**config.mk**
```make
export PLATFORM = sky130hd
export DESIGN_NAME = hsl_mix
export DESIGN_NICKNAME = d
export VERILOG_FILES = /design/src/hw/rtl/hsl_pkg.sv /design/src/hw/rtl/hsl_mix.sv
export SDC_FILE = /design/constraint.sdc
export NUM_CORES = 1
export LEC_CHECK = 0
export BUFFER_PORTS_ARGS = -buffer_cell sky130_fd_sc_hd__buf_2
export CAP_MARGIN = 20
export CORE_ASPECT_RATIO = 0.9
export CORE_MARGIN = 3
export CORE_UTILIZATION = 60
export DETAILED_ROUTE_END_ITERATION = 10
export PLACE_DENSITY = 0.95
export SYNTH_ARGS = -nofsm -noshare
export SYNTH_HDL_FRONTEND = slang
export SYNTH_SLANG_ARGS = --single-unit
export TNS_END_PERCENT = 1
```
**constraint.sdc**
```tcl
create_clock -name clk -period 10.95 [get_ports clk]
set_clock_uncertainty 0.1 [all_clocks]
set_input_delay 1.095 -clock clk [delete_from_list [all_inputs] [get_ports clk]]
set_output_delay 1.095 -clock clk [all_outputs]
set_load 0.03 [all_outputs]
```
**src/hw/rtl/hsl_pkg.sv**
```systemverilog
// ----------------------------------------------------------------------------
// hsl_pkg
// Types and constants shared by the HSL to RGB pixel pipeline.
// ----------------------------------------------------------------------------
package hsl_pkg;

  localparam int CHROMA_W    = 24;
  localparam int PROD_W      = 31;
  localparam int RECIP_SHIFT = 38;

  localparam logic [31:0]         RECIP_85   = 32'hC0C0C0C1;
  localparam logic [CHROMA_W-1:0] MAX_CHROMA = 24'hFF0000;

  typedef enum logic [2:0] {
    SEC_RY,
    SEC_YG,
    SEC_GC,
    SEC_CB,
    SEC_BM,
    SEC_MR
  } sector_t;

  typedef struct packed {
    logic [7:0] hue;
    logic [7:0] saturation;
    logic [7:0] lightness;
    logic [7:0] alpha;
  } pix_hsl_t;

  typedef struct packed {
    sector_t    sector;
    logic [6:0] f;
    logic [15:0] p;
    logic [7:0] lightness;
    logic [7:0] alpha;
  } chroma_in_t;

  typedef struct packed {
    sector_t             sector;
    logic [6:0]          f;
    logic [CHROMA_W-1:0] chroma;
    logic [7:0]          lightness;
    logic [7:0]          alpha;
  } chroma_t;

  typedef struct packed {
    sector_t             sector;
    logic [PROD_W-1:0]   y;
    logic [CHROMA_W-1:0] chroma;
    logic [7:0]          lightness;
    logic [7:0]          alpha;
  } prod_t;

  typedef struct packed {
    sector_t             sector;
    logic [CHROMA_W-1:0] second;
    logic [CHROMA_W-1:0] chroma;
    logic [7:0]          lightness;
    logic [7:0]          alpha;
  } comp_t;

  typedef struct packed {
    logic [7:0] red;
    logic [7:0] green;
    logic [7:0] blue;
    logic [7:0] alpha;
  } pix_rgb_t;

endpackage

```
**src/hw/rtl/hsl_mix.sv**
```systemverilog
// ----------------------------------------------------------------------------
// hsl_mix
// Output stage: places chroma and the secondary component by sector, adds
// the lightness offset and clamps each channel to eight bits.
// ----------------------------------------------------------------------------
module hsl_mix
  import hsl_pkg::*;
(
  input  logic     clk,
  input  logic     rst_n,
  input  logic     in_valid,
  output logic     in_ready,
  input  comp_t    in_data,
  output logic     out_valid,
  input  logic     out_ready,
  output pix_rgb_t out_data
);

  localparam int SUM_W = CHROMA_W + 3;

  logic                o_v_r;
  pix_rgb_t            o_r;
  pix_rgb_t            o_nxt;
  logic [CHROMA_W-1:0] r_c;
  logic [CHROMA_W-1:0] g_c;
  logic [CHROMA_W-1:0] b_c;
  logic signed [SUM_W-1:0] offset;

  function automatic logic [7:0] clamp_ch(input logic signed [SUM_W-1:0] v);
    logic [SUM_W-17:0] whole;
    whole = v[SUM_W-1:16];
    if (v < 0) begin
      return 8'd0;
    end else if (whole > (SUM_W-16)'(255)) begin
      return 8'd255;
    end else begin
      return whole[7:0];
    end
  endfunction

  assign in_ready = !o_v_r || out_ready;

  always_comb begin
    r_c = '0;
    g_c = '0;
    b_c = '0;
    case (in_data.sector)
      SEC_RY: begin
        r_c = in_data.chroma;
        g_c = in_data.second;
      end
      SEC_YG: begin
        r_c = in_data.second;
        g_c = in_data.chroma;
      end
      SEC_GC: begin
        g_c = in_data.chroma;
        b_c = in_data.second;
      end
      SEC_CB: begin
        g_c = in_data.second;
        b_c = in_data.chroma;
      end
      SEC_BM: begin
        r_c = in_data.second;
        b_c = in_data.chroma;
      end
      default: begin
        r_c = in_data.chroma;
        b_c = in_data.second;
      end
    endcase
    offset = $signed({3'd0, in_data.lightness, 16'd0})
           - $signed(SUM_W'(in_data.chroma[CHROMA_W-1:1]));
    o_nxt.red   = clamp_ch(offset + $signed(SUM_W'(r_c)));
    o_nxt.green = clamp_ch(offset + $signed(SUM_W'(g_c)));
    o_nxt.blue  = clamp_ch(offset + $signed(SUM_W'(b_c)));
    o_nxt.alpha = in_data.alpha;
  end

  always_ff @(posedge clk) begin
    if (!rst_n) begin
      o_v_r <= 1'b0;
    end else if (in_ready) begin
      o_v_r <= in_valid;
    end
    if (in_ready && in_valid) begin
      o_r <= o_nxt;
    end
  end

  assign out_valid = o_v_r;
  assign out_data  = o_r;

`ifndef SYNTHESIS
  a_grey: assert property (@(posedge clk) disable iff (!rst_n)
    (in_valid && in_ready && (in_data.chroma == '0)) |=>
      ((o_r.red == o_r.green) && (o_r.green == o_r.blue)))
    else $error("zero chroma item did not give equal channels");
`endif

endmodule

```
==> results.sh, run 1 <==
export IMPL_synthCells=628
export IMPL_viasPerCell=6.72
export IMPL_grt_pass1_vias=5262
export IMPL_crit_fanout=35
export IMPL_synth_main_ff_cell="edfxtp_1"
export IMPL_max_slew_margin=0.304
export IMPL_endpoint_kind="flop"
export IMPL_ir_drop_mv=0.0847
export IMPL_period_share=0.532
export IMPL_min_path_type="reg -> reg"
export IMPL_maxSlewViolCount=0
export IMPL_drive_above_1_share=0.201
export IMPL_netlist_top_cell_by_area="ha_1"
export IMPL_numCtsBuffers=5
export IMPL_layout_commonest_cell="buf_2"
export IMPL_fin_crit_ns=5.83
export IMPL_postCtsSetupBuffers=0
export IMPL_die_h_um=94.5
export IMPL_worst_pin_slew_ns=1.04
export IMPL_drt_total_wl_um=15900
export IMPL_synth_top_area_frac=0.184
export IMPL_io_buffers=104
export IMPL_initial_core_util=0.632
export IMPL_setup_viol=0
export IMPL_syn_to_final_growth_pct=13.6
export IMPL_finalNonFillerCells=836
export IMPL_async_reset_ff_frac=0
export IMPL_wl_per_cell_um=19.1
export IMPL_die_area_um2=9860
export IMPL_dr_pass1_iters=5
export IMPL_ys_top_cells_by_area="ha_1 (18%), edfxtp_1 (18%), a22o_1 (7.5%)"
export IMPL_place_inst=827
export IMPL_root_buffer="clkbuf_8"
export IMPL_maxCapViolations=0
export IMPL_die_x_um=104
export IMPL_remaining_drc_errors=0
export IMPL_cts_tree="done"
export IMPL_cts_resized=0
export IMPL_h_tree_depth=2
export IMPL_crit_required_ns=10.86
export IMPL_antenna_found_initial=0
export IMPL_drtIter0Drc=673
export IMPL_p_per_area_nw_per_um2=128
export IMPL_dp_hpwl_um=12500
export IMPL_status="finished, final reports clean"
export IMPL_synth_area_um2=5220
export IMPL_leakage_uw=0.00270
export IMPL_ys_types=73
export IMPL_clock_latency_ns=0.30
export IMPL_ys_ff_latch=33
export IMPL_fill_cells=633
export IMPL_layout_setup_ws_ns=5.12
export IMPL_path_class="in -> reg"
export IMPL_core_um2=8260
export IMPL_place_worst_setup_slack_ns=4.91
export IMPL_ant_nets=0
export IMPL_post_route_util=0.718
export IMPL_clkTransAtPathRegs_ns=0.08
export IMPL_grt_first_pass_wirelength_um=25700
export IMPL_grt_max_degree=36
export IMPL_syn_nets=776
export IMPL_fmax_ghz=0.172
export IMPL_mostFrequentLayoutCells="buf_2 (104), ha_1 (77), a21oi_1 (76)"
export IMPL_grt_ovfl_total=0
export IMPL_yosysWarnings=0
export IMPL_yosysSeqAreaShare=0.188
export IMPL_cts_buffer_depth=2
export IMPL_hold_viol=0
export IMPL_cts_hold_buf=0
export IMPL_syn_avg_cell_area_um2=8.32
export IMPL_clock_sinks=33
export IMPL_totalPowerFinal_uw=759
export IMPL_diodes=0
export IMPL_route_vias_total=5619
export IMPL_tns_ns=0
export IMPL_grt_usage=0.313
export IMPL_synth_edf_count=32
export IMPL_start_kind="input port"
export IMPL_cp_arrival_ns=5.74
export IMPL_gp_congestion=1.03
export IMPL_rsz0062_at_grt="false"
export IMPL_num_rows=31
export IMPL_final_nets=868
export IMPL_ios=105
[layout make-up]
type | instances | area [um^2] | share of cell area
clock inverter | 3 | 17.5 | 0.00295
inverter | 24 | 90.1 | 0.0152
multi-input combinational | 544 | 4060 | 0.683
sequential | 33 | 981 | 0.165
timing repair buffer | 112 | 578 | 0.0974
tap | 115 | 144 | 0.0242
clock buffer | 5 | 68.8 | 0.0116
[metal layers]
metal  global-route usage  wire length, um
met1                0.421             6460
met2                0.535             7420
met3               0.0403             1670
met4               0.0831              402
met5                    0                0
[synth_stat cells, drive strengths merged (6+ instances only)]
cell type  count
xnor2         30
o31ai          8
a211oi         9
nand2b         7
a22o          45
o21a           6
nor3          11
nand3         13
nand2         69
a21o          12
clkbuf        22
o21ai         34
nor2          32
a21oi         77
a21boi         6
edfxtp        32
inv           24
nand4          7
nor4           6
ha            77
xor2          18
[critical path, cell delays in order]
cell	delay, ns
buf_2	0.51
nand2b_1	0.21
mux2i_2	0.19
buf_4	0.32
a22o_1	0.19
ha_1	0.25
a21oi_1	0.14
a21oi_1	0.10
a211oi_1	0.49
nand3_1	0.18
a211oi_1	0.66
o311ai_0	0.37
a311oi_1	0.67
clkbuf_2	0.28
a21oi_1	0.06
[cells by family (layout without fill, tap and decap cells)]
family	count (synthesis)	after routing	synth area share
flip-flops	33	33	0.188
multiplexers	7	7	0.0141
AO/OA/AOI/OAI	237	237	0.321
adder cells (fa/ha/maj)	77	77	0.184
AND/OR/NAND/NOR	173	173	0.162
buffers and inverters	51	144	0.0378
XOR/XNOR	50	50	0.0922
[state kept, by name, summed over array words and instances (netlist names)]
register and flops:
out_valid 1, out_data 32
[power by group]
| group | switching (uW) | total (uW) | leakage, uW | internal (uW) |
|---|---|---|---|---|
| Combinational | 299 | 485 | 0.00234 | 186 |
| Clock | 48.0 | 91.8 | 0.0000439 | 43.8 |
| Sequential | 5.48 | 182 | 0.000316 | 177 |
[stage by stage]
| step | hold WS (ns) | cell area (um^2) |
|---|---|---|
| final | 0.443 | 5940 |
| after detailed placement | 0.439 | 5840 |
| after global routing | 0.472 | 5940 |
| after floorplan | 0.785 | 5220 |
| after global placement | 0.397 | 5840 |
| after CTS | 0.453 | 5930 |
[path summary, 6_finish.rpt]
kind | from | end | slack [ns] | depth (start not counted)
max reg2reg | out_valid | out_data[24] | 9.57 | 3
min reg2reg | out_valid | out_valid | 0.44 | 2
max | in_data[66] | out_data[9] | 5.12 | 15
min | out_valid | out_valid | 0.44 | 2
Note: power is estimated with default switching activity, not from simulation.
==> inputs of run 2 (changes only) <==
- ABC_AREA: default -> 1
- CORE_UTILIZATION: 60 -> 53
- PLACE_DENSITY: 0.95 -> 0.89
- clock period: 10.95 -> 4.98 ns (I/O delays scaled with it)
==> run 2 against run 1 <==
Critical path depth is 8 higher. Setup slack worse by 4.1 ns. Sequential share of layout area is 2.7 points lower. Combinational power rose to 2.5 times the previous value. Design area grew 20%. Critical endpoint is now out_data[24]. Largest power group unchanged. Highest routed layer unchanged.
==> results.sh, run 2 <==
export IMPL_holdWs_ns=0.293
export IMPL_cpMostUsedCell="inv_1"
export IMPL_min_path_type="in -> reg"
export IMPL_crit_required_ns=4.92
export IMPL_path_buf_inv=6
export IMPL_fin_crit_ns=3.93
export IMPL_max_slew_margin=0.350
export IMPL_maxSlewViolCount=0
export IMPL_numCtsBuffers=5
export IMPL_remaining_drc_errors=0
export IMPL_num_rows=37
export IMPL_final_nets=1230
export IMPL_r2r_worst_path_cells=1
export IMPL_layout_setup_ws_ns=1.05
export IMPL_cts_tree="done"
export IMPL_cts_resized=0
export IMPL_crit_fanout=8
export IMPL_drtIter0Drc=614
export IMPL_gp_congestion=1.02
export IMPL_yosysSeqAreaShare=0.156
export IMPL_tns_ns=0
export IMPL_grt_usage=0.272
export IMPL_grt_first_pass_wirelength_um=29200
export IMPL_yosysMostFrequentCell="nand2_1"
export IMPL_diodes=0
export IMPL_async_reset_ff_frac=0
export IMPL_cp_slowest_stage_delay_ns=0.40
export IMPL_ios=105
export IMPL_syn_nets=1130
export IMPL_place_worst_setup_slack_ns=0.837
export IMPL_p_per_area_nw_per_um2=269
export IMPL_synth_main_ff_cell="edfxtp_1"
export IMPL_io_buffers=104
export IMPL_synth_common_cells="nand2_1 (231), inv_1 (152), ha_1 (77)"
export IMPL_cts_hold_buf=0
export IMPL_yosysWarnings=0
export IMPL_maxCapViolations=0
export IMPL_root_buffer="clkbuf_16"
export IMPL_viasPerCell=5.64
export IMPL_rr_startpoint="out_valid"
export IMPL_crit_path_top_delay_cell="ha_1"
export IMPL_ir_drop_mv=0.186
export IMPL_path_class="in -> reg"
export IMPL_netlist_top_cell_by_area="ha_1"
export IMPL_grt_ovfl_total=0
export IMPL_totalPowerFinal_uw=1910
export IMPL_synth_area_um2=6280
export IMPL_status="finished, final reports clean"
export IMPL_dr_pass1_iters=5
export IMPL_die_area_um2=13200
export IMPL_clock_latency_ns=0.28
export IMPL_synthCells=982
export IMPL_initial_core_util=0.547
export IMPL_worst_pin_slew_ns=0.973
export IMPL_route_vias_total=6993
export IMPL_setup_viol=0
export IMPL_postCtsSetupBuffers=0
export IMPL_ys_top_cells_by_area="ha_1 (15%), edfxtp_1 (15%), nand2_1 (14%)"
export IMPL_crit_family="simple AND/OR/NAND/NOR gates"
export IMPL_largest_reg_flops=32
export IMPL_clkTransAtPathRegs_ns=0.05
export IMPL_fill_cells=1097
export IMPL_ys_ff_latch=33
export IMPL_endpoint_kind="flop"
export IMPL_cp_cell_sequence="buf_2 > inv_1 > ha_1 > nand2_1 > inv_1 > nand2_1 > nor2_2 > nand3_2 > nand2_2 > a21oi_1 > o21bai_1 > nand3_1 > nand2_1 > xor2_1 > inv_1 > ha_1 > inv_1 > nor3_1 > nand4_1 > nand4_2 > nand3_1 > nand2_1 > inv_1"
export IMPL_wl_per_cell_um=14.8
export IMPL_antenna_found_initial=0
export IMPL_min_from="in_data[7]"
export IMPL_cts_buffer_depth=2
export IMPL_hold_depth=1
export IMPL_layout_commonest_cell="nand2_1"
export IMPL_r2r_slack_ns=3.36
export IMPL_ys_types=52
export IMPL_grt_max_degree=33
export IMPL_hold_viol=0
export IMPL_worstHoldEndpoint="out_data[7]"
export IMPL_rsz0062_at_grt="false"
export IMPL_drt_total_wl_um=18300
export IMPL_cp_arrival_ns=3.88
export IMPL_syn_avg_cell_area_um2=6.40
export IMPL_grt_pass1_vias=6300
export IMPL_ant_nets=0
export IMPL_synth_top_area_frac=0.153
export IMPL_core_um2=11500
export IMPL_die_x_um=121
export IMPL_drive_above_1_share=0.166
export IMPL_h_tree_depth=2
export IMPL_mostFrequentLayoutCells="nand2_1 (231), inv_1 (152), buf_2 (104)"
export IMPL_start_kind="input port"
export IMPL_rr_endpoint="out_data[6]"
export IMPL_leakage_uw=0.00387
export IMPL_die_h_um=109
export IMPL_clock_sinks=33
export IMPL_syn_to_final_growth_pct=13.2
export IMPL_synth_edf_count=32
export IMPL_period_share=0.790
export IMPL_dp_hpwl_um=15700
export IMPL_fmax_ghz=0.254
run 2: how the worst max path moves through the flow:
stage | start | slack (ns) | cells past startpoint | to
2_1_floorplan | in_data[34] | 1.47 | 22 | out_data[28]
3_3_place_gp | in_data[34] | 0.94 | 23 | out_data[20]
3_5_place_dp | in_data[34] | 0.84 | 23 | out_data[24]
4_1_cts | in_data[34] | 1.12 | 23 | out_data[24]
5_1_grt | in_data[17] | 0.74 | 26 | out_data[23]
6_report | in_data[34] | 1.05 | 23 | out_data[24]
run 2: per-layer routing:
layer  global-route usage  up-vias  share of wire
met2                0.439      287           0.44
met1                0.385     3112           0.45
met3               0.0446       34          0.081
met4               0.0591        0          0.021
met5                    0        -              0
li1                     -     3560              -
run 2: through the flow:
step                utilization  instance area, um^2  std cells
CTS                       0.620                 7110       1239
finish                    0.620                 7110       1239
global route              0.620                 7110       1239
floorplan                     -                 6280        982
global placement          0.607                 6970       1231
detailed placement        0.607                 6970       1231
run 2: kinds of logic (layout without fill, tap and decap cells):
kind of cell / count (synthesis) / after routing / share of synthesized area
buffers and inverters: 179 / 280 / 0.107
adders and majority gates: 77 / 77 / 0.153
xor gates and xnor gates: 34 / 34 / 0.0516
and+or+nand+nor: 448 / 448 / 0.324
AOI/OAI and AO/OA: 211 / 211 / 0.207
DFF: 33 / 33 / 0.156
run 2: report_power, final:
group | leakage [uW] | switching [uW] | total [uW] | internal, uW
Clock | 0.0000696 | 114 | 297 | 183
Sequential | 0.000316 | 10.2 | 392 | 381
Combinational | 0.00349 | 800 | 1220 | 425
run 2: final cells by class:
class	instances	area, um^2	area share
clock buffers	5	125	0.0176
flip-flops and latches	33	981	0.138
multi-input cells	770	4640	0.652
clock inverters	3	17.5	0.00246
well taps	156	195	0.0274
repair buffers	105	528	0.0742
inverters	167	629	0.0885
