===== config.mk =====
export PLATFORM = sky130hd
export DESIGN_NAME = hsl_second
export DESIGN_NICKNAME = d
export VERILOG_FILES = /design/src/hw/rtl/hsl_pkg.sv /design/src/hw/rtl/hsl_second.sv
export SDC_FILE = /design/constraint.sdc
export NUM_CORES = 1
export LEC_CHECK = 0
export ABC_CLOCK_PERIOD_IN_PS = 5750
export BUFFER_PORTS_ARGS = -buffer_cell sky130_fd_sc_hd__buf_2
export CAP_MARGIN = 20
export CORE_UTILIZATION = 47
export CTS_CLUSTER_SIZE = 8
export DETAILED_ROUTE_END_ITERATION = 8
export GPL_TIMING_DRIVEN = 1
export PLACE_DENSITY = 0.72
export SETUP_SLACK_MARGIN = 0.15
export SLEW_MARGIN = 15
export SYNTH_ARGS = -nofsm -noshare
export SYNTH_HDL_FRONTEND = slang
export SYNTH_SLANG_ARGS = --single-unit

===== constraint.sdc =====
create_clock -name clk -period 5.75 [get_ports clk]
set_input_delay 1.15 -clock clk [delete_from_list [all_inputs] [get_ports clk]]
set_output_delay 1.15 -clock clk [all_outputs]
set_load 0.05 [all_outputs]

===== src/hw/rtl/hsl_pkg.sv =====
// ----------------------------------------------------------------------------
// hsl_pkg
// Types and constants shared by the HSL to RGB pixel pipeline.
// ----------------------------------------------------------------------------
package hsl_pkg;

  localparam int CHROMA_W    = 24;
  localparam int PROD_W      = 31;
  localparam int RECIP_SHIFT = 38;

  localparam logic [31:0]         RECIP_85   = 32'hC0C0C0C1;
  localparam logic [CHROMA_W-1:0] MAX_CHROMA = 24'hFF0000;

  typedef enum logic [2:0] {
    SEC_RY,
    SEC_YG,
    SEC_GC,
    SEC_CB,
    SEC_BM,
    SEC_MR
  } sector_t;

  typedef struct packed {
    logic [7:0] hue;
    logic [7:0] saturation;
    logic [7:0] lightness;
    logic [7:0] alpha;
  } pix_hsl_t;

  typedef struct packed {
    sector_t    sector;
    logic [6:0] f;
    logic [15:0] p;
    logic [7:0] lightness;
    logic [7:0] alpha;
  } chroma_in_t;

  typedef struct packed {
    sector_t             sector;
    logic [6:0]          f;
    logic [CHROMA_W-1:0] chroma;
    logic [7:0]          lightness;
    logic [7:0]          alpha;
  } chroma_t;

  typedef struct packed {
    sector_t             sector;
    logic [PROD_W-1:0]   y;
    logic [CHROMA_W-1:0] chroma;
    logic [7:0]          lightness;
    logic [7:0]          alpha;
  } prod_t;

  typedef struct packed {
    sector_t             sector;
    logic [CHROMA_W-1:0] second;
    logic [CHROMA_W-1:0] chroma;
    logic [7:0]          lightness;
    logic [7:0]          alpha;
  } comp_t;

  typedef struct packed {
    logic [7:0] red;
    logic [7:0] green;
    logic [7:0] blue;
    logic [7:0] alpha;
  } pix_rgb_t;

endpackage


===== src/hw/rtl/hsl_second.sv =====
// ----------------------------------------------------------------------------
// hsl_second
// Two pipeline stages forming the secondary component: chroma times the hue
// ramp, then division by 85 through a reciprocal multiply.
// ----------------------------------------------------------------------------
module hsl_second
  import hsl_pkg::*;
(
  input  logic    clk,
  input  logic    rst_n,
  input  logic    in_valid,
  output logic    in_ready,
  input  chroma_t in_data,
  output logic    out_valid,
  input  logic    out_ready,
  output comp_t   out_data
);

  localparam int WIDE_W = PROD_W + 32;

  logic  s3_v_r;
  prod_t s3_r;
  prod_t s3_nxt;
  logic  s4_v_r;
  comp_t s4_r;
  comp_t s4_nxt;
  logic  s3_ready;
  logic  s4_ready;
  logic [WIDE_W-1:0] wide;

  assign s4_ready = !s4_v_r || out_ready;
  assign s3_ready = !s3_v_r || s4_ready;
  assign in_ready = s3_ready;

  always_comb begin
    s3_nxt.sector    = in_data.sector;
    s3_nxt.y         = PROD_W'(in_data.chroma) * PROD_W'(in_data.f);
    s3_nxt.chroma    = in_data.chroma;
    s3_nxt.lightness = in_data.lightness;
    s3_nxt.alpha     = in_data.alpha;
  end

  always_comb begin
    wide             = WIDE_W'(s3_r.y) * WIDE_W'(RECIP_85);
    s4_nxt.sector    = s3_r.sector;
    s4_nxt.second    = wide[RECIP_SHIFT +: CHROMA_W];
    s4_nxt.chroma    = s3_r.chroma;
    s4_nxt.lightness = s3_r.lightness;
    s4_nxt.alpha     = s3_r.alpha;
  end

  always_ff @(posedge clk) begin
    if (!rst_n) begin
      s3_v_r <= 1'b0;
      s4_v_r <= 1'b0;
    end else begin
      if (s3_ready) begin
        s3_v_r <= in_valid;
      end
      if (s4_ready) begin
        s4_v_r <= s3_v_r;
      end
    end
    if (s3_ready && in_valid) begin
      s3_r <= s3_nxt;
    end
    if (s4_ready && s3_v_r) begin
      s4_r <= s4_nxt;
    end
  end

  assign out_valid = s4_v_r;
  assign out_data  = s4_r;

`ifndef SYNTHESIS
  a_second_range: assert property (@(posedge clk) disable iff (!rst_n)
    s4_v_r |-> (s4_r.second <= s4_r.chroma))
    else $error("secondary component exceeds chroma");
`endif

endmodule


==> results of run 1 <==
## cell type report
type                    count  area share [%]
clock inverters            12           0.672
repair buffers            365            11.5
flip-flops and latches    143            19.8
clock buffers              20            2.07
inverters                 343            5.96
well taps                 468            2.71
multi-input cells        1071            57.3
## worst reg2reg max path, delay by kind of cell, from the launching register on
kind / cells / cell delay, ps
flops: 1 / 400
simple gates: 2 / 430
fa+ha+maj: 9 / 3300
xor+xnor: 1 / 120
compound gates: 6 / 910
buf+inv: 7 / 620
## logic make-up after synthesis
group / count (synthesis) / share of synthesized area (%)
fa+ha+maj: 547 / 49.9
buf+inv: 360 / 7.79
simple gates: 290 / 8.00
compound gates: 181 / 7.04
flops: 143 / 24.6
xor+xnor: 53 / 2.68
## routing by layer
| layer | wire length (um) | global-route usage [%] | vias up |
|---|---|---|---|
| met5 | 0 | 0 | - |
| met3 | 1330 | 2.80 | 46 |
| met4 | 793 | 6.29 | 0 |
| met1 | 17500 | 27.4 | 6091 |
| met2 | 20500 | 38.7 | 268 |
| li1 | - | - | 5868 |
## sequential cells by signal, indices dropped and copies added (netlist names)
name,cells
s3_r,74
out_data,67
s3_v_r,1
out_valid,1
## synthesized netlist by cell type, drive strengths merged, types with 2 or more instances
| library cell | instances |
|---|---|
| a2111oi | 2 |
| a211oi | 7 |
| a21o | 37 |
| a21oi | 57 |
| a31oi | 6 |
| and2 | 64 |
| and3 | 8 |
| and4 | 2 |
| clkbuf | 17 |
| dfxtp | 2 |
| edfxtp | 141 |
| fa | 241 |
| ha | 306 |
| inv | 343 |
| nand2 | 133 |
| nand2b | 3 |
| nand3 | 12 |
| nand4 | 8 |
| nor2 | 33 |
| nor2b | 10 |
| nor3 | 7 |
| nor4 | 2 |
| o2111ai | 5 |
| o211a | 2 |
| o211ai | 3 |
| o21a | 6 |
| o21ai | 31 |
| o21bai | 11 |
| o31ai | 2 |
| or2 | 3 |
| xnor2 | 31 |
| xor2 | 22 |
## through the flow
step,hold WS (ps),setup WS (ps),cell area (sq um),util (%)
floorplan,400,46.8,17400,-
global placement,400,-330,20300,55.6
detailed placement,405,-441,20300,55.6
CTS,413,-347,21100,58.0
global route,422,-543,21600,59.3
finish,413,-297,21600,59.3
## path summary, 6_finish.rpt
path | end | start | cells past startpoint | slack (ps)
worst min register to register | out_data[20]$_DFFE_PP_ | s3_r[20]$_DFFE_PP_ | 0 | 410
worst min-delay path | out_data[20]$_DFFE_PP_ | s3_r[20]$_DFFE_PP_ | 0 | 410
worst max-delay path | out_data[60]$_DFFE_PP_ | s3_r[55]$_DFFE_PP_ | 25 | -300
worst max register to register | out_data[60]$_DFFE_PP_ | s3_r[55]$_DFFE_PP_ | 25 | -300
## repair_timing
action                     CTS  global route
pin swaps                   30            53
hold buffers                 0             0
resized for setup           50            85
setup buffers                8            10
setup endpoints to repair   24            30
==> flow_summary.toml, run 1 <==
[logic_synthesis]
netlist_instances = 1574
async_flop_share_pct = 0
synthTopCellsByArea = "fa_1 28%, edfxtp_1 24%, ha_1 22%"
yosysTopAreaCell = "fa_1"
synth_edf_count = 141
avgSynthCellArea_sq_um = 11.0
ys_seq_area_share_pct = 24.6
synth_ff_type = "edfxtp_1"
synth_cell_types = 56
synth_seq_cells = 143
synth_area_sq_mm = 0.0174
yosys.area.top_type_share_pct = 27.8
yosysWarnings = 0
synth_nets = 2175

[cts]
cts.path.max_buffers = 2
h-tree-depth = 4
clkTransAtPathRegs_ps = 60
numCtsBuffers = 17
insertion_delay_ps = 450
cts_root_buffer = "clkbuf_16"
clock-sinks = 143
cts_tree = "built"

[route]
dr.first_iter.drc_count = 572
drcViolationCount = 0
wl_per_cell_um = 16.6
num_vias = 12273
via_per_inst = 5.07
wl_mm = 40.1
dr.pass1.iters = 7
antenna_left = 0

[die]
die_h_um = 194
initial_core_util_pct = 47.6
core_region_area_sq_mm = 0.0364
die_area_sq_mm = 0.0377
boundaryPins = 123
die_w_um = 194
rows = 70

[grt]
grt_pass1_wl_mm = 64.5
grt.overflow.total = 0
globalRouteTotalUtil_pct = 21.7
grt_max_degree = 75
grt_pass1_vias = 13258
antenna_found_initial = 0

[final_layout]
stdcell_count = 2422
ff_latch_area_sq_mm = 0.00427
multiInputGateArea_sq_mm = 0.0124
fill_cells = 2932
final_layout_size_suffix_gt1_share_pct = 26.3
layout.nets = 2542
layout.cells.most_common = "inv_1"
antenna_cells = 0
layout_common_cells = "324 x inv_1, 275 x ha_1, 237 x buf_4"
syn_to_final_growth_pct = 24.5

[sta]
setup_ws_ps = -297
rsz0062_at_grt = "true"
final_max_slew_viol_count = 0
setup_tns_ps = -3070
min_period_over_period_pct = 105
fin_skew_ps = 14.9
hold_viol = 0
worstMarginPinSlew_ps = 986
timing.fmax_ghz = 0.165
relSlewSlack_pct = 34.2
finalSetupViolations = 20
period_needed_ps = 6050

[job]
maxCapViolCount = 0

[critical_path]
worst-path-buf-inv = 7
path_class = "reg2reg"
cp_slowest_cell = "fa_1"
end_kind = "register"
start_kind = "register"
worstPathRequired_ps = 5940
crit_family = "adder cells"
crit_path_frequent_cell = "fa_1"
path_max_fanout = 2
critPathArrivalTime_ps = 6240
max_stage_delay_ps = 500

[placement]
portBuffers = 122
dp_hpwl_mm = 33.4
dp_cells = 2372
place_congestion = 0.940

[outcome]
status = "finished, violations left"
violations = "setup timing"

[worst_hold_path]
hold_class = "reg2reg"
Power of run 1 is left out: the tool's default activity adds up to more than one toggle a clock period on the data nets, which glitch-free logic cannot reach.
==> run 2: changes to the inputs <==
Settings changed: ABC_AREA set to 1.
==> flow_summary.toml, run 2 <==
[job]
maxCapViolCount = 0

[critical_path]
worstPathRequired_ps = 5970
start_kind = "register"
crit_path_frequent_cell = "nand2_1"
critPathArrivalTime_ps = 5680
cp_cell_sequence = "ha_1, inv_2, ha_4, fa_1, inv_1, fa_2, fa_1, fa_1, inv_1, fa_1, ha_1, ha_4, nand2_2, inv_1, nand2_1, nand2_1, a21oi_1, nand2_2, a21oi_2, nand2_1, nand2_1, nand2_1"
end_kind = "register"
cp_slowest_cell = "fa_2"
path_class = "reg2reg"
worst-path-buf-inv = 4
crit_family = "adder cells"
path_max_fanout = 4
max_stage_delay_ps = 600

[sta]
period_needed_ps = 5460
final_max_slew_viol_count = 0
setup_ws_ps = 288
finalSetupViolations = 0
fin_skew_ps = 17.8
min_period_over_period_pct = 95.0
rsz0062_at_grt = "true"
relSlewSlack_pct = 27.6
timing.fmax_ghz = 0.183
worstMarginPinSlew_ps = 1080
hold_viol = 0

[logic_synthesis]
async_flop_share_pct = 0
synth_common_cells = "598 x nand2_1, 573 x inv_1, 306 x ha_1"
ys_seq_area_share_pct = 21.6
synth_area_sq_mm = 0.0198
avgSynthCellArea_sq_um = 8.51
yosysWarnings = 0
synth_edf_count = 141
synthTopCellsByArea = "fa_1 24%, edfxtp_1 21%, ha_1 19%"
netlist_instances = 2331
yosys.area.top_type_share_pct = 24.3
synth_seq_cells = 143
synth_ff_type = "edfxtp_1"
synth_nets = 2932
yosysTopAreaCell = "fa_1"
synth.most_common_cell = "nand2_1"
synth_cell_types = 34

[final_layout]
largest-register = "s3_r"
antenna_cells = 0
syn_to_final_growth_pct = 14.1
layout.cells.most_common = "nand2_1"
layout.nets = 3117
layout_common_cells = "577 x nand2_1, 564 x inv_1, 288 x ha_1"
largest_reg_flops = 74
final_layout_size_suffix_gt1_share_pct = 13.9

[grt]
globalRouteTotalUtil_pct = 26.4
grt_pass1_vias = 16000
grt.overflow.total = 0
grt_max_degree = 45
antenna_found_initial = 0
grt_pass1_wl_mm = 87.0

[die]
core_region_area_sq_mm = 0.0412
die_h_um = 207
rows = 74
initial_core_util_pct = 48.1
die_w_um = 207
boundaryPins = 123
die_area_sq_mm = 0.0430

[placement]
portBuffers = 122
place_congestion = 1.04
place_ws_ps = -2.92
dp_hpwl_mm = 48.2

[cts]
h-tree-depth = 4
cts_tree = "built"
clkTransAtPathRegs_ps = 70
cts_root_buffer = "clkbuf_16"
numCtsBuffers = 17
clock-sinks = 143
cts.path.max_buffers = 2
insertion_delay_ps = 470

[route]
dr.pass1.iters = 7
antenna_left = 0
num_vias = 15711
wl_per_cell_um = 18.2
drcViolationCount = 0
via_per_inst = 5.13
dr.first_iter.drc_count = 966
wl_mm = 55.7

[outcome]
status = "complete, no violations"

[worst_hold_path]
hold_class = "reg2reg"
[run 2: changes by cell type after synthesis, sizes merged, moves of 10 or more]
cell   before  now
inv       343  581
nor2       33  126
a21o       37    7
nand4       8   26
nand3      12   70
xnor2      31    7
nor3        7   22
nand2     133  602
and2       64    5
nor2b      10    0
a21oi      57   96
[run 2: cell families (layout without fill, tap and decap cells)]
kind of cell / Yosys count / in the layout / synth area share, %
adder cells (fa/ha/maj): 547 / 547 / 43.6
buffers and inverters: 595 / 793 / 11.3
AND/OR/NAND/NOR: 856 / 856 / 17.8
flip-flops: 143 / 143 / 21.6
AO/OA/AOI/OAI: 159 / 159 / 4.35
XOR/XNOR: 31 / 31 / 1.37
[run 2: layout make-up]
class,count,area [sq um]
Tap cell,532,666
Clock buffer,18,429
Timing Repair Buffer,180,1050
Multi-Input combinational cell,1593,13800
Fill cell,3720,18600
Sequential cell,143,4270
Clock inverter,14,171
Inverter,581,2180
[run 2: worst paths after layout]
check,from,end,slack [ps],depth (start not counted)
setup / recovery,s3_r[64]$_DFFE_PP_,out_data[59]$_DFFE_PP_,290,22
hold / removal,s3_r[25]$_DFFE_PP_,out_data[25]$_DFFE_PP_,410,0
setup reg to reg,s3_r[64]$_DFFE_PP_,out_data[59]$_DFFE_PP_,290,22
hold reg to reg,s3_r[25]$_DFFE_PP_,out_data[25]$_DFFE_PP_,410,0
[run 2: routing by layer]
metal  track usage [%]  share of wire [%]  vias to the layer above
li1                  -                  -                     7580
met1              30.8                 39                     7555
met2              46.7                 50                      442
met3              3.68                4.7                      134
met4              14.8                6.0                        0
met5                 0                  0                        -
[run 2: what timing repair did]
action	CTS	global route
endpoints found under the setup margin	18	24
hold buffers	0	0
setup buffers	2	15
gates cloned	0	0
pin swaps	4	40
endpoints found under the hold margin	0	0
gates resized for setup	14	121
[run 2: stage by stage]
step           cell area [sq um]  util (%)  cells  hold WS, ps  TNS [ps]
2_1_floorplan              19800         -   2331          400         0
3_3_place_gp               21400      51.9   3012          401         0
3_5_place_dp               21400      51.9   3012          405     -2.92
4_1_cts                    22000      53.5   3046          411         0
5_1_grt                    22600      54.9   3061          414         0
6_report                   22600      54.9   3061          411         0
Power of run 2 is left out for the same reason.
==> run 3: changes to the inputs <==
Settings changed: RECOVER_POWER set to 50.
==> flow_summary.toml, run 3 (same netlist as run 2, synthesis figures left out) <==
[placement]
place_congestion = 1.04
dp_hpwl_mm = 48.2
portBuffers = 122
place_ws_ps = -2.92
dpl_cell_area_sq_mm = 0.0214

[cts]
cts.path.max_buffers = 2
numCtsBuffers = 17
insertion_delay_ps = 470
cts_root_buffer = "clkbuf_16"
clock-sinks = 143
cts_hold_buf = 0
cts_tree = "built"
clkTransAtPathRegs_ps = 70
h-tree-depth = 4

[critical_path]
start_kind = "register"
worstPathRequired_ps = 5970
end_kind = "register"
crit_path_frequent_cell = "nand2_1"
critPathArrivalTime_ps = 5690
cp_slowest_cell = "fa_2"
path_class = "reg2reg"
max_stage_delay_ps = 610
path_max_fanout = 4
cp_cell_sequence = "ha_1, inv_2, ha_4, fa_1, inv_1, fa_2, fa_1, fa_1, inv_1, fa_1, ha_1, ha_4, nand2_2, inv_1, nand2_1, nand2_1, a21oi_1, nand2_2, a21oi_2, nand2_1, nand2_1, nand2_1"

[die]
die_w_um = 207
die_area_sq_mm = 0.0430
boundaryPins = 123
die_h_um = 207
core_region_area_sq_mm = 0.0412
initial_core_util_pct = 48.1
rows = 74

[sta]
period_needed_ps = 5470
finalSetupViolations = 0
timing.fmax_ghz = 0.183
min_period_over_period_pct = 95.1
fin_skew_ps = 16.1
relSlewSlack_pct = -110
rsz0062_at_grt = "true"
final_max_slew_viol_count = 33
worstMarginPinSlew_ps = 3150
setup_ws_ps = 285
hold_viol = 0

[final_layout]
multiInputGateArea_sq_mm = 0.0138
ff_latch_area_sq_mm = 0.00427
final_area_sq_mm = 0.0225
fill_cells = 3763
syn_to_final_growth_pct = 13.5
largest-register = "s3_r"
layout_common_cells = "577 x nand2_1, 564 x inv_1, 288 x ha_1"
antenna_cells = 0
final_layout_size_suffix_gt1_share_pct = 10.7
layout.cells.most_common = "nand2_1"
layout.nets = 3117
fin_util_pct = 54.6
largest_reg_flops = 74

[grt]
grt_max_degree = 45
grt_pass1_vias = 16000
grt.overflow.total = 0
antenna_found_initial = 0
grt_pass1_wl_mm = 87.0
globalRouteTotalUtil_pct = 26.4

[route]
via_per_inst = 5.13
wl_per_cell_um = 18.1
dr.pass1.iters = 5
num_vias = 15718
wl_mm = 55.5
antenna_left = 0
dr.first_iter.drc_count = 815
drcViolationCount = 0

[outcome]
violations = "capacitance limit, slew limit"
status = "finished, violations left"

[worst_hold_path]
hold_class = "reg2reg"

[job]
maxCapViolCount = 1
==> run 3: cell count changes in the layout (fill, tap and decap cells not counted), sizes merged <==
cell | before | now
buf | 180 | 100
clkbuf | 18 | 98
==> run 3: final cells by class <==
cell class                 count  area share [%]
inverter                     581            9.69
sequential                   143            19.0
clock buffer                  18            1.91
tap                          532            2.96
timing repair buffer         180            4.24
multi-input combinational   1593            61.5
clock inverter                14           0.761
==> run 3: path summary, 6_finish.rpt <==
check / from / end / slack, ps / depth (start not counted)
hold reg to reg: s3_r[25]$_DFFE_PP_ / out_data[25]$_DFFE_PP_ / 410 / 0
setup reg to reg: s3_r[64]$_DFFE_PP_ / out_data[59]$_DFFE_PP_ / 280 / 22
setup / recovery: s3_r[64]$_DFFE_PP_ / out_data[59]$_DFFE_PP_ / 280 / 22
hold / removal: s3_r[25]$_DFFE_PP_ / out_data[25]$_DFFE_PP_ / 410 / 0
==> run 3: metal layers <==
metal / GRT usage (%) / vias to the layer above / part of all wire (%)
li1: - / 7576 / -
met1: 30.8 / 7551 / 39
met2: 46.7 / 458 / 50
met3: 3.68 / 133 / 4.6
met4: 14.8 / 0 / 6.0
met5: 0 / - / 0
==> run 3: worst max-delay path: cells and delay by family (launching register included) <==
| kind | cells | cell delay [ps] |
|---|---|---|
| AOI/OAI and AO/OA | 2 | 400 |
| buffers and inverters | 4 | 220 |
| and+or+nand+nor | 7 | 520 |
| DFF | 1 | 440 |
| adders and majority gates | 9 | 3610 |
==> run 3: stage by stage <==
| step | cells | hold WS, ps | setup TNS [ps] |
|---|---|---|---|
| global route | 3061 | 414 | 0 |
| CTS | 3046 | 411 | 0 |
| detailed placement | 3012 | 405 | -2.92 |
| global placement | 3012 | 401 | 0 |
| finish | 3061 | 410 | 0 |
| floorplan | 2331 | 400 | 0 |
==> run 3: timing repair <==
item	4_1_cts	5_1_grt
endpoints found under the hold margin	0	0
setup buffers	2	15
endpoints found under the setup margin	18	24
resized for setup	14	121
pin swaps	4	40
Power of run 3 is left out for the same reason.
