===== src/hw/rtl/hsl_pkg.sv =====
// ----------------------------------------------------------------------------
// hsl_pkg
// Types and constants shared by the HSL to RGB pixel pipeline.
// ----------------------------------------------------------------------------
package hsl_pkg;

  localparam int CHROMA_W    = 24;
  localparam int PROD_W      = 31;
  localparam int RECIP_SHIFT = 38;

  localparam logic [31:0]         RECIP_85   = 32'hC0C0C0C1;
  localparam logic [CHROMA_W-1:0] MAX_CHROMA = 24'hFF0000;

  typedef enum logic [2:0] {
    SEC_RY,
    SEC_YG,
    SEC_GC,
    SEC_CB,
    SEC_BM,
    SEC_MR
  } sector_t;

  typedef struct packed {
    logic [7:0] hue;
    logic [7:0] saturation;
    logic [7:0] lightness;
    logic [7:0] alpha;
  } pix_hsl_t;

  typedef struct packed {
    sector_t    sector;
    logic [6:0] f;
    logic [15:0] p;
    logic [7:0] lightness;
    logic [7:0] alpha;
  } chroma_in_t;

  typedef struct packed {
    sector_t             sector;
    logic [6:0]          f;
    logic [CHROMA_W-1:0] chroma;
    logic [7:0]          lightness;
    logic [7:0]          alpha;
  } chroma_t;

  typedef struct packed {
    sector_t             sector;
    logic [PROD_W-1:0]   y;
    logic [CHROMA_W-1:0] chroma;
    logic [7:0]          lightness;
    logic [7:0]          alpha;
  } prod_t;

  typedef struct packed {
    sector_t             sector;
    logic [CHROMA_W-1:0] second;
    logic [CHROMA_W-1:0] chroma;
    logic [7:0]          lightness;
    logic [7:0]          alpha;
  } comp_t;

  typedef struct packed {
    logic [7:0] red;
    logic [7:0] green;
    logic [7:0] blue;
    logic [7:0] alpha;
  } pix_rgb_t;

endpackage


===== src/hw/rtl/hsl_chroma.sv =====
// ----------------------------------------------------------------------------
// hsl_chroma
// Two pipeline stages: sector, hue ramp and lightness span product, then
// chroma in Q.16 by a reciprocal divide by 255.
// ----------------------------------------------------------------------------
module hsl_chroma
  import hsl_pkg::*;
(
  input  logic     clk,
  input  logic     rst_n,
  input  logic     in_valid,
  output logic     in_ready,
  input  pix_hsl_t in_data,
  output logic     out_valid,
  input  logic     out_ready,
  output chroma_t  out_data
);

  logic       s1_v_r;
  chroma_in_t s1_r;
  chroma_in_t s1_nxt;
  logic       s2_v_r;
  chroma_t    s2_r;
  chroma_t    s2_nxt;
  logic       s1_ready;
  logic       s2_ready;

  logic [8:0]  l2;
  logic [8:0]  d;
  logic [7:0]  span;
  logic [8:0]  h2;
  logic [8:0]  t;
  logic [8:0]  ramp_dev;
  logic [16:0] qsum;
  logic [7:0]  q;

  assign s2_ready = !s2_v_r || out_ready;
  assign s1_ready = !s1_v_r || s2_ready;
  assign in_ready = s1_ready;

  always_comb begin
    l2   = {in_data.lightness, 1'b0};
    d    = (l2 >= 9'd255) ? (l2 - 9'd255) : (9'd255 - l2);
    span = 8'd255 - d[7:0];
    h2   = {in_data.hue, 1'b0};
    if (h2 < 9'd85) begin
      s1_nxt.sector = SEC_RY;
    end else if (h2 < 9'd170) begin
      s1_nxt.sector = SEC_YG;
    end else if (h2 < 9'd255) begin
      s1_nxt.sector = SEC_GC;
    end else if (h2 < 9'd340) begin
      s1_nxt.sector = SEC_CB;
    end else if (h2 < 9'd425) begin
      s1_nxt.sector = SEC_BM;
    end else begin
      s1_nxt.sector = SEC_MR;
    end
    if (h2 < 9'd170) begin
      t = h2;
    end else if (h2 < 9'd340) begin
      t = h2 - 9'd170;
    end else begin
      t = h2 - 9'd340;
    end
    ramp_dev         = (t >= 9'd85) ? (t - 9'd85) : (9'd85 - t);
    s1_nxt.f         = 7'(9'd85 - ramp_dev);
    s1_nxt.p         = 16'(span) * 16'(in_data.saturation);
    s1_nxt.lightness = in_data.lightness;
    s1_nxt.alpha     = in_data.alpha;
  end

  // The product is at most 255 * 255, where (x + x/256 + 1) / 256 gives x / 255 exactly.
  always_comb begin
    qsum             = 17'(s1_r.p) + 17'(s1_r.p[15:8]) + 17'd1;
    q                = qsum[15:8];
    s2_nxt.sector    = s1_r.sector;
    s2_nxt.f         = s1_r.f;
    s2_nxt.chroma    = {s1_r.p, 8'd0} + CHROMA_W'(s1_r.p) + CHROMA_W'(q);
    s2_nxt.lightness = s1_r.lightness;
    s2_nxt.alpha     = s1_r.alpha;
  end

  always_ff @(posedge clk) begin
    if (!rst_n) begin
      s1_v_r <= 1'b0;
      s2_v_r <= 1'b0;
    end else begin
      if (s1_ready) begin
        s1_v_r <= in_valid;
      end
      if (s2_ready) begin
        s2_v_r <= s1_v_r;
      end
    end
    if (s1_ready && in_valid) begin
      s1_r <= s1_nxt;
    end
    if (s2_ready && s1_v_r) begin
      s2_r <= s2_nxt;
    end
  end

  assign out_valid = s2_v_r;
  assign out_data  = s2_r;

`ifndef SYNTHESIS
  a_chroma_range: assert property (@(posedge clk) disable iff (!rst_n)
    s2_v_r |-> (s2_r.chroma <= MAX_CHROMA))
    else $error("chroma above full scale");
  a_s1_hold: assert property (@(posedge clk) disable iff (!rst_n)
    (s1_v_r && !s2_ready) |=> (s1_v_r && $stable(s1_r)))
    else $error("stalled first stage item changed");
`endif

endmodule


===== config.mk =====
export PLATFORM = sky130hd
export DESIGN_NAME = hsl_chroma
export DESIGN_NICKNAME = d
export VERILOG_FILES = /design/src/hw/rtl/hsl_pkg.sv /design/src/hw/rtl/hsl_chroma.sv
export SDC_FILE = /design/constraint.sdc
export NUM_CORES = 1
export LEC_CHECK = 0
export BUFFER_PORTS_ARGS = -buffer_cell sky130_fd_sc_hd__buf_2
export CAP_MARGIN = 20
export CORE_MARGIN = 5
export CORE_UTILIZATION = 40
export DETAILED_ROUTE_END_ITERATION = 7
export GPL_TIMING_DRIVEN = 1
export SYNTH_ARGS = -nofsm -noshare
export SYNTH_HDL_FRONTEND = slang
export SYNTH_SLANG_ARGS = --single-unit

===== constraint.sdc =====
create_clock -name clk -period 6.5 [get_ports clk]
set_input_delay 0.325 -clock clk [delete_from_list [all_inputs] [get_ports clk]]
set_output_delay 0.325 -clock clk [all_outputs]
set_load 0.02 [all_outputs]

==> reports/qor.yml, run 1 <==
status:
  status: "finished clean"
worst_setup_path:
  cpMaxStageDelayCell: "edfxtp_1"
  end_kind: "register"
  path_buf_inv: 0
  start_kind: "register"
  crit_fanout: 9
  required_ps: 6570
  cp.arrival_ps: 5550
  path_class: "reg -> reg"
  path_delay_family: "compound AO/OA/AOI/OAI gates"
  cp_cell_sequence: "ha_1 > a21o_1 > a21o_1 > a21oi_1 > o21ai_0 > a21o_1 > a21oi_1 > nand2b_1 > xnor2_1 > ha_1 > fa_1 > a21o_1 > a21oi_1 > o21bai_1 > a31o_2 > a221oi_1 > a2111oi_0 > o21a_1 > nor2_1 > nor3_1 > xor2_1"
  crit_top_cell: "a21o_1"
  slowest_delay_ps: 540
power:
  power.leakage_uw: 0.00310
  peakVddDrop_v: 0.000138
  power_switching_uw: 1070
  p_comb_share_pct: 49.6
  intPower_uw: 1740
  p_clk_share_pct: 16.0
  powerDensity_nw_per_um2: 383
  p_seq_share_pct: 34.4
  switching_share_pct: 37.9
final_layout:
  area_growth_pct: 13.8
  antenna_cells: 0
  layout.cells.non_filler: 869
  layout-drive-gt1-share_pct: 17.5
  fin_nets: 774
clocking:
  cts.repair.resized: 0
  cts_setup_buffers: 0
  cts_buffers: 9
  ctsRootBufferMaster: "clkbuf_16"
  cts_tree: "built"
  cts.sinks: 91
  clock_path_buffers: 2
  clkTransAtPathRegs_ps: 60
  htree_levels: 3
  holdBufCountCts: 0
  worstSkewPairLatency_ps: 330
logic_synthesis:
  synth_area_leaders: "edfxtp_1, ha_1, fa_1"
  synthSimpleGateAreaFrac_pct: 12.3
  yosys.area_share.adder_pct: 20.7
  async_reset_ff_share_pct: 0
  yosys-mux-area-fraction_pct: 0.680
  yosysTopAreaCell: "edfxtp_1"
  synth_nets: 690
  yosysSeqAreaShare_pct: 42.1
  synthMostInstantiatedCell: "edfxtp_1"
  yosysWarnings: 0
  syn_area_sq_um: 6440
  synth_edf_count: 89
  synth_xor_area_share_pct: 7.89
  ys_ff_latch: 91
  synthTopCellsByCount: "edfxtp_1, ha_1, inv_1"
  synth_top_family_by_area: "adder cells"
  synth_cells: 566
  yosys.area.top_type_share_pct: 41.5
  synth_top_flop_cell: "edfxtp_1"
  yosysUniqueCellTypes: 62
  syn_area_per_cell_sq_um: 11.4
  synth_compound_area_share_pct: 11.8
die:
  die_y_um: 137
  rows: 46
  die_w_um: 137
  dieArea_sq_um: 18700
  coreArea_sq_um: 15800
  io_pins: 88
  initial_core_util_pct: 40.7
place:
  place_hpwl_um: 10500
  dp_cells: 855
  gp_congestion: 0.870
  portBuffers: 86
detailed_routing:
  vias_per_cell: 5.08
  wl_um: 13100
  drtAntennaViolNets: 0
  post-route-drc-count: 0
  first_pass_iters: 4
  drtIter0Drc: 188
  vias: 4414
  wl_per_cell_um: 15.1
timing:
  finalCritPeriodShare_pct: 84.3
  rsz0062_at_grt: "false"
  worst_slew_pin_slew_ps: 926
  fin_crit_ps: 5480
  setup_tns_ps: 0
  finalMaxSlewViolations: 0
  relSlewSlack_pct: 38.3
  finalClockSkew_ps: 5.44
  setup_violations: 0
  fmax_ghz: 0.183
  finalHoldViolCount: 0
global_routing:
  first_global_vias: 4398
  grt_pass1_wl_um: 21800
  overflow: 0
  grt_max_degree: 50
  antenna_found_initial: 0
  gr-usage-all-layers_pct: 14.6
run:
  cap_violations: 0
min_path:
  hold_path_class: "in -> reg"
-- per-stage QoR --
step	total power, uW	setup WS [ps]	instance area (sq um)	utilization, %	hold WS, ps
after global routing	3060	609	7330	46.3	154
after CTS	2840	1010	7330	46.3	154
after detailed placement	2370	1040	7070	44.7	405
after floorplan	2050	1600	6440	-	400
after global placement	2350	1220	7070	44.7	401
final	2810	1020	7330	46.3	174
-- area by class of cell --
type                    instances  area [sq um]
multi-input cells             407          3450
well taps                     216           270
repair buffers                 87           438
clock inverters                 5          32.5
inverters                      54           203
fillers                      1452          8500
flip-flops and latches         91          2710
clock buffers                   9           225
-- final timing paths --
kind                            slack (ps)  cells past startpoint  startpoint      endpoint
worst max-delay path                  1020                     21    s1_r[27]  out_data[37]
worst min-delay path                   170                      1  in_data[4]       s1_r[4]
worst max register to register        1020                     21    s1_r[27]  out_data[37]
worst min register to register         420                      0     s1_r[7]   out_data[7]
-- logic make-up (layout without fill, tap and decap cells) --
family,after synthesis,in the layout
buf+inv,68,155
compound gates,108,108
flops,91,91
simple gates,149,149
fa+ha+maj,88,88
other cells,1,1
mux,3,3
xor+xnor,58,58
-- power by group through the flow --
stage | sequential, uW | combinational [uW] | clock [uW]
after floorplan | 1020 | 1030 | 0
final | 966 | 1390 | 450
after CTS | 968 | 1400 | 468
after global routing | 980 | 1590 | 488
after global placement | 974 | 1370 | 0
after detailed placement | 979 | 1390 | 0
-- flip-flops by register name, indices dropped and copies added, names as in the netlist --
name	count
s1_v_r	1
s1_r	40
out_data	49
out_valid	1
-- routing by layer --
metal  part of all wire [%]  track usage, %  vias up
met2                     44            22.3      109
li1                       -               -     2161
met3                    4.1            1.76       20
met1                     49            20.8     2124
met4                    2.3            6.54        0
met5                      0               0        -
-- layout by cell type (no fill, tap or decap), types with 3 or more instances in the layout --
cell,count
edfxtp_1,89
buf_2,86
ha_1,57
inv_1,53
and2_1,43
xnor2_1,37
nand2_1,33
fa_1,31
nor2_1,26
a21oi_1,24
xor2_1,21
o21ai_0,15
a21o_1,10
nor2b_1,10
clkbuf_16,9
nor3_1,8
o21a_1,7
nand2b_1,6
nand3_1,6
a31oi_1,5
nand4_1,5
a211oi_1,4
o211ai_1,4
o21ai_1,4
o21bai_1,4
o32ai_1,3
a21boi_0,3
Power figures use the tool's default switching activity.
==> inputs of run 2 (changes only) <==
- clock period: 6.5 -> 4.4 ns (I/O delays scaled with it)
==> reports/qor.yml, run 2 (synthesis gave the netlist of run 1 again) <==
status:
  status: "finished clean"
power:
  powerDensity_nw_per_um2: 614
  power.leakage_uw: 0.00347
  peakVddDrop_v: 0.000282
timing:
  fin_crit_ps: 4370
  setup_tns_ps: 0
  finalClockSkew_ps: 7.31
  finalHoldViolCount: 0
  relSlewSlack_pct: 37.3
  setup_violations: 0
  finalMaxSlewViolations: 0
  worst_slew_pin_slew_ps: 940
  hold_ws_ps: 49.8
  rsz0062_at_grt: "true"
  fmax_ghz: 0.229
  finalCritPeriodShare_pct: 99.4
global_routing:
  grt_pass1_wl_um: 22400
  grt_max_degree: 50
  antenna_found_initial: 0
  gr-usage-all-layers_pct: 15.2
  overflow: 0
  first_global_vias: 4543
die:
  coreArea_sq_um: 15800
  die_y_um: 137
  dieArea_sq_um: 18700
  io_pins: 88
  die_w_um: 137
  rows: 46
  initial_core_util_pct: 40.7
clocking:
  cts.sinks: 91
  clock_path_buffers: 2
  ctsRootBufferMaster: "clkbuf_16"
  cts_tree: "built"
  cts_buffers: 9
  htree_levels: 3
  worstSkewPairLatency_ps: 340
  clkTransAtPathRegs_ps: 70
  holdBufCountCts: 0
run:
  cap_violations: 0
place:
  portBuffers: 86
  gp_congestion: 0.825
  place_area_sq_um: 7530
  place_hpwl_um: 10800
worst_setup_path:
  required_ps: 4490
  path_class: "reg -> reg"
  cpMaxStageDelayCell: "edfxtp_1"
  slowest_delay_ps: 410
  crit_fanout: 3
  cp_cell_sequence: "ha_1 > a21o_1 > a21o_1 > a21oi_2 > o21ai_1 > a21o_1 > a21oi_4 > nand2b_4 > xnor2_4 > ha_4 > fa_2 > a21o_1 > a21oi_2 > o21bai_2 > a31o_4 > a221oi_4 > a2111oi_4 > o21a_2 > nor2_4 > nor3_2 > xor2_1"
  cp.arrival_ps: 4470
  start_kind: "register"
  end_kind: "register"
  crit_top_cell: "a21o_1"
final_layout:
  final_common_cell: "edfxtp_1"
  layout_common_cells: "edfxtp_1, buf_2, buf_4"
  multi_input_area_sq_um: 3700
  design_area_sq_um: 8100
  antenna_cells: 0
  ff_latch_area_sq_um: 2710
  layout-drive-gt1-share_pct: 29.2
  fillers: 1394
  largest_reg_flops: 49
  fin_nets: 835
  area_growth_pct: 25.7
detailed_routing:
  wl_met2_um: 6260
  first_pass_iters: 4
  routed.top_layer: "met4"
  drtIter0Drc: 149
  post-route-drc-count: 0
  wl_um: 13700
  wl_per_cell_um: 14.7
  drtAntennaViolNets: 0
  vias_per_cell: 4.93
  vias: 4593
  wl_met3_um: 686
  wl_met1_um: 6530
min_path:
  hold_path_class: "in -> reg"
-- run 2: area by class of cell --
cell class	instances	area share, %
sequential	91	33.5
inverter	54	2.50
multi-input combinational	407	45.7
timing repair buffer	148	11.2
clock inverter	6	0.912
clock buffer	10	2.83
tap	216	3.34
-- run 2: final timing paths --
check,startpoint,cells after the start,slack (ps),end
worst max-delay path,s1_r[19],21,30,out_data[39]
worst min-delay path,in_data[1],1,50,s1_r[1]
worst max register to register,s1_r[19],21,30,out_data[39]
worst min register to register,s1_r[34],0,420,out_data[42]
-- run 2: power by group --
part	internal (uW)	switching, uW
registers	1300	75.3
clock network	447	320
logic	1390	1440
-- run 2: what timing repair did --
item | CTS | global route
endpoints found under the setup margin | 5 | 12
buffers inserted | 12 | 5
pin swaps | 18 | 19
resized for setup | 10 | 19
-- run 2: stage by stage --
step	power, uW	utilization (%)	setup WS, ps	std cells
global route	5380	51.2	-180	932
CTS	4890	50.4	-9.38	928
detailed placement	3890	47.5	-363	900
finish	4970	51.2	25.2	932
floorplan	3140	-	15.9	566
global placement	3850	47.5	-249	900
-- run 2: critical path, delay by kind of cell, from the launching register on --
family | cells | cell delay, ps
fa+ha+maj | 3 | 840
xor+xnor | 2 | 230
compound gates | 13 | 2270
simple gates | 3 | 360
flops | 1 | 410
-- run 2: routing by layer --
metal	GRT usage [%]	up-vias
li1	-	2283
met1	20.9	2177
met2	24.0	117
met3	2.87	16
met4	5.54	0
met5	0	-
==> inputs of run 3 (changes only) <==
- PLACE_DENSITY: default -> 0.62
- REMOVE_ABC_BUFFERS: default -> 1
==> reports/qor.yml, run 3 (synthesis gave the netlist of run 1 again) <==
place:
  gp_congestion: 0.879
  portBuffers: 86
  place_ws_ps: -453
  place_hpwl_um: 10900
timing:
  finalMaxSlewViolations: 0
  relSlewSlack_pct: 39.2
  setup_violations: 4
  worst_slack_ps: -70.3
  worst_slew_pin_slew_ps: 913
  fin_crit_ps: 4470
  rsz0062_at_grt: "true"
  finalHoldViolCount: 0
  fmax_ghz: 0.224
  finalCritPeriodShare_pct: 102
  hold_ws_ps: 53.5
  finalClockSkew_ps: 7.06
global_routing:
  grt_pass1_wl_um: 22800
  grt_max_degree: 50
  gr-usage-all-layers_pct: 15.2
  antenna_found_initial: 0
  overflow: 0
  first_global_vias: 4700
die:
  die_w_um: 137
  rows: 46
  die_y_um: 137
  dieArea_sq_um: 18700
  io_pins: 88
  initial_core_util_pct: 40.7
  coreArea_sq_um: 15800
power:
  intPower_uw: 3340
  peakVddDrop_v: 0.000304
  p_clk_share_pct: 15.2
  powerDensity_nw_per_um2: 630
  switching_share_pct: 36.9
  power.leakage_uw: 0.00364
  power_switching_uw: 1950
  p_seq_share_pct: 25.9
  p_comb_share_pct: 58.9
min_path:
  hold_path_class: "in -> reg"
  min_path_cells: 1
  hold_path_startpoint: "in_data[4]"
clocking:
  ctsRootBufferMaster: "clkbuf_16"
  cts.sinks: 91
  htree_levels: 3
  cts_buffers: 9
  worstSkewPairLatency_ps: 340
  holdBufCountCts: 0
  clock_path_buffers: 2
  cts_tree: "built"
  clkTransAtPathRegs_ps: 70
worst_setup_path:
  cp.arrival_ps: 4550
  path_depth: 20
  r2r-start: "s1_r[19]"
  slowest_delay_ps: 450
  start_kind: "register"
  crit_fanout: 3
  crit_start: "s1_r[19]"
  required_ps: 4480
  path_class: "reg -> reg"
  end_kind: "register"
  cp_cell_sequence: "ha_4 > a21o_1 > a21o_1 > a21oi_2 > o21ai_1 > a21o_1 > a21oi_2 > nand2b_4 > xnor2_2 > ha_2 > fa_2 > a21o_1 > a21oi_2 > o21bai_2 > a31o_4 > a221oi_4 > a2111oi_4 > o21a_1 > o21ai_0 > xnor2_1"
  path_buf_inv: 0
  path_delay_family: "compound AO/OA/AOI/OAI gates"
  crit_top_cell: "a21o_1"
  cpMaxStageDelayCell: "edfxtp_1"
  worst-r2r-cell-count: 20
detailed_routing:
  post-route-drc-count: 0
  vias_per_cell: 4.90
  wl_um: 14200
  first_pass_iters: 4
  wl_per_cell_um: 14.8
  drtIter0Drc: 198
  drtAntennaViolNets: 0
  vias: 4712
final_layout:
  area_growth_pct: 30.3
  largest_reg_flops: 49
  fillers: 1364
  final_core_util_pct: 53.0
  layout_common_cells: "buf_4, edfxtp_1, buf_2"
  fin_nets: 865
  antenna_cells: 0
  ff_latch_area_sq_um: 2710
  layout-drive-gt1-share_pct: 33.0
  multi_input_area_sq_um: 3750
  final_common_cell: "buf_4"
run:
  cap_violations: 0
status:
  status: "complete, but fails checks"
  violations: "setup timing"
## run 3: layout make-up
| cell class | count | share of cell area [%] |
|---|---|---|
| Inverter | 54 | 2.42 |
| Timing Repair Buffer | 178 | 13.6 |
| Multi-Input combinational cell | 407 | 44.7 |
| Tap cell | 216 | 3.22 |
| Clock inverter | 7 | 1.06 |
| Clock buffer | 9 | 2.68 |
| Sequential cell | 91 | 32.3 |
## run 3: routing by layer
metal	global-route usage, %	vias to the layer above	wire [um]
met5	0	-	0
met4	5.04	0	318
met3	2.32	23	616
met2	24.0	110	6440
met1	21.5	2231	6840
li1	-	2348	-
## run 3: per-stage QoR
stage	std cells	instance area [sq um]	setup TNS, ps	power [uW]
2_1_floorplan	552	6360	-1890	3010
3_3_place_gp	925	7600	-2030	3910
3_5_place_dp	925	7600	-3050	3960
4_1_cts	952	8080	0	4990
5_1_grt	962	8390	-1100	5690
6_report	962	8390	-157	5290
## run 3: timing repair
item / in CTS / in global routing
setup buffers: 11 / 10
endpoints found under the setup margin: 9 / 16
pin swaps: 11 / 35
resized for setup: 20 / 41
cloned: 0 / 0
## run 3: power groups by stage
stage                     Combinational, uW  Sequential, uW  Clock (uW)
final                                  3120            1370         802
after global routing                   3440            1390         858
after CTS                              2790            1370         822
after detailed placement               2570            1390           0
after global placement                 2530            1380           0
after floorplan                        1480            1530           0
## run 3: path summary, 6_finish.rpt
| path | to | slack (ps) |
|---|---|---|
| setup / recovery | out_data[33] | -70 |
| hold / removal | s1_r[4] | 50 |
| setup reg to reg | out_data[33] | -70 |
| hold reg to reg | out_data[42] | 420 |
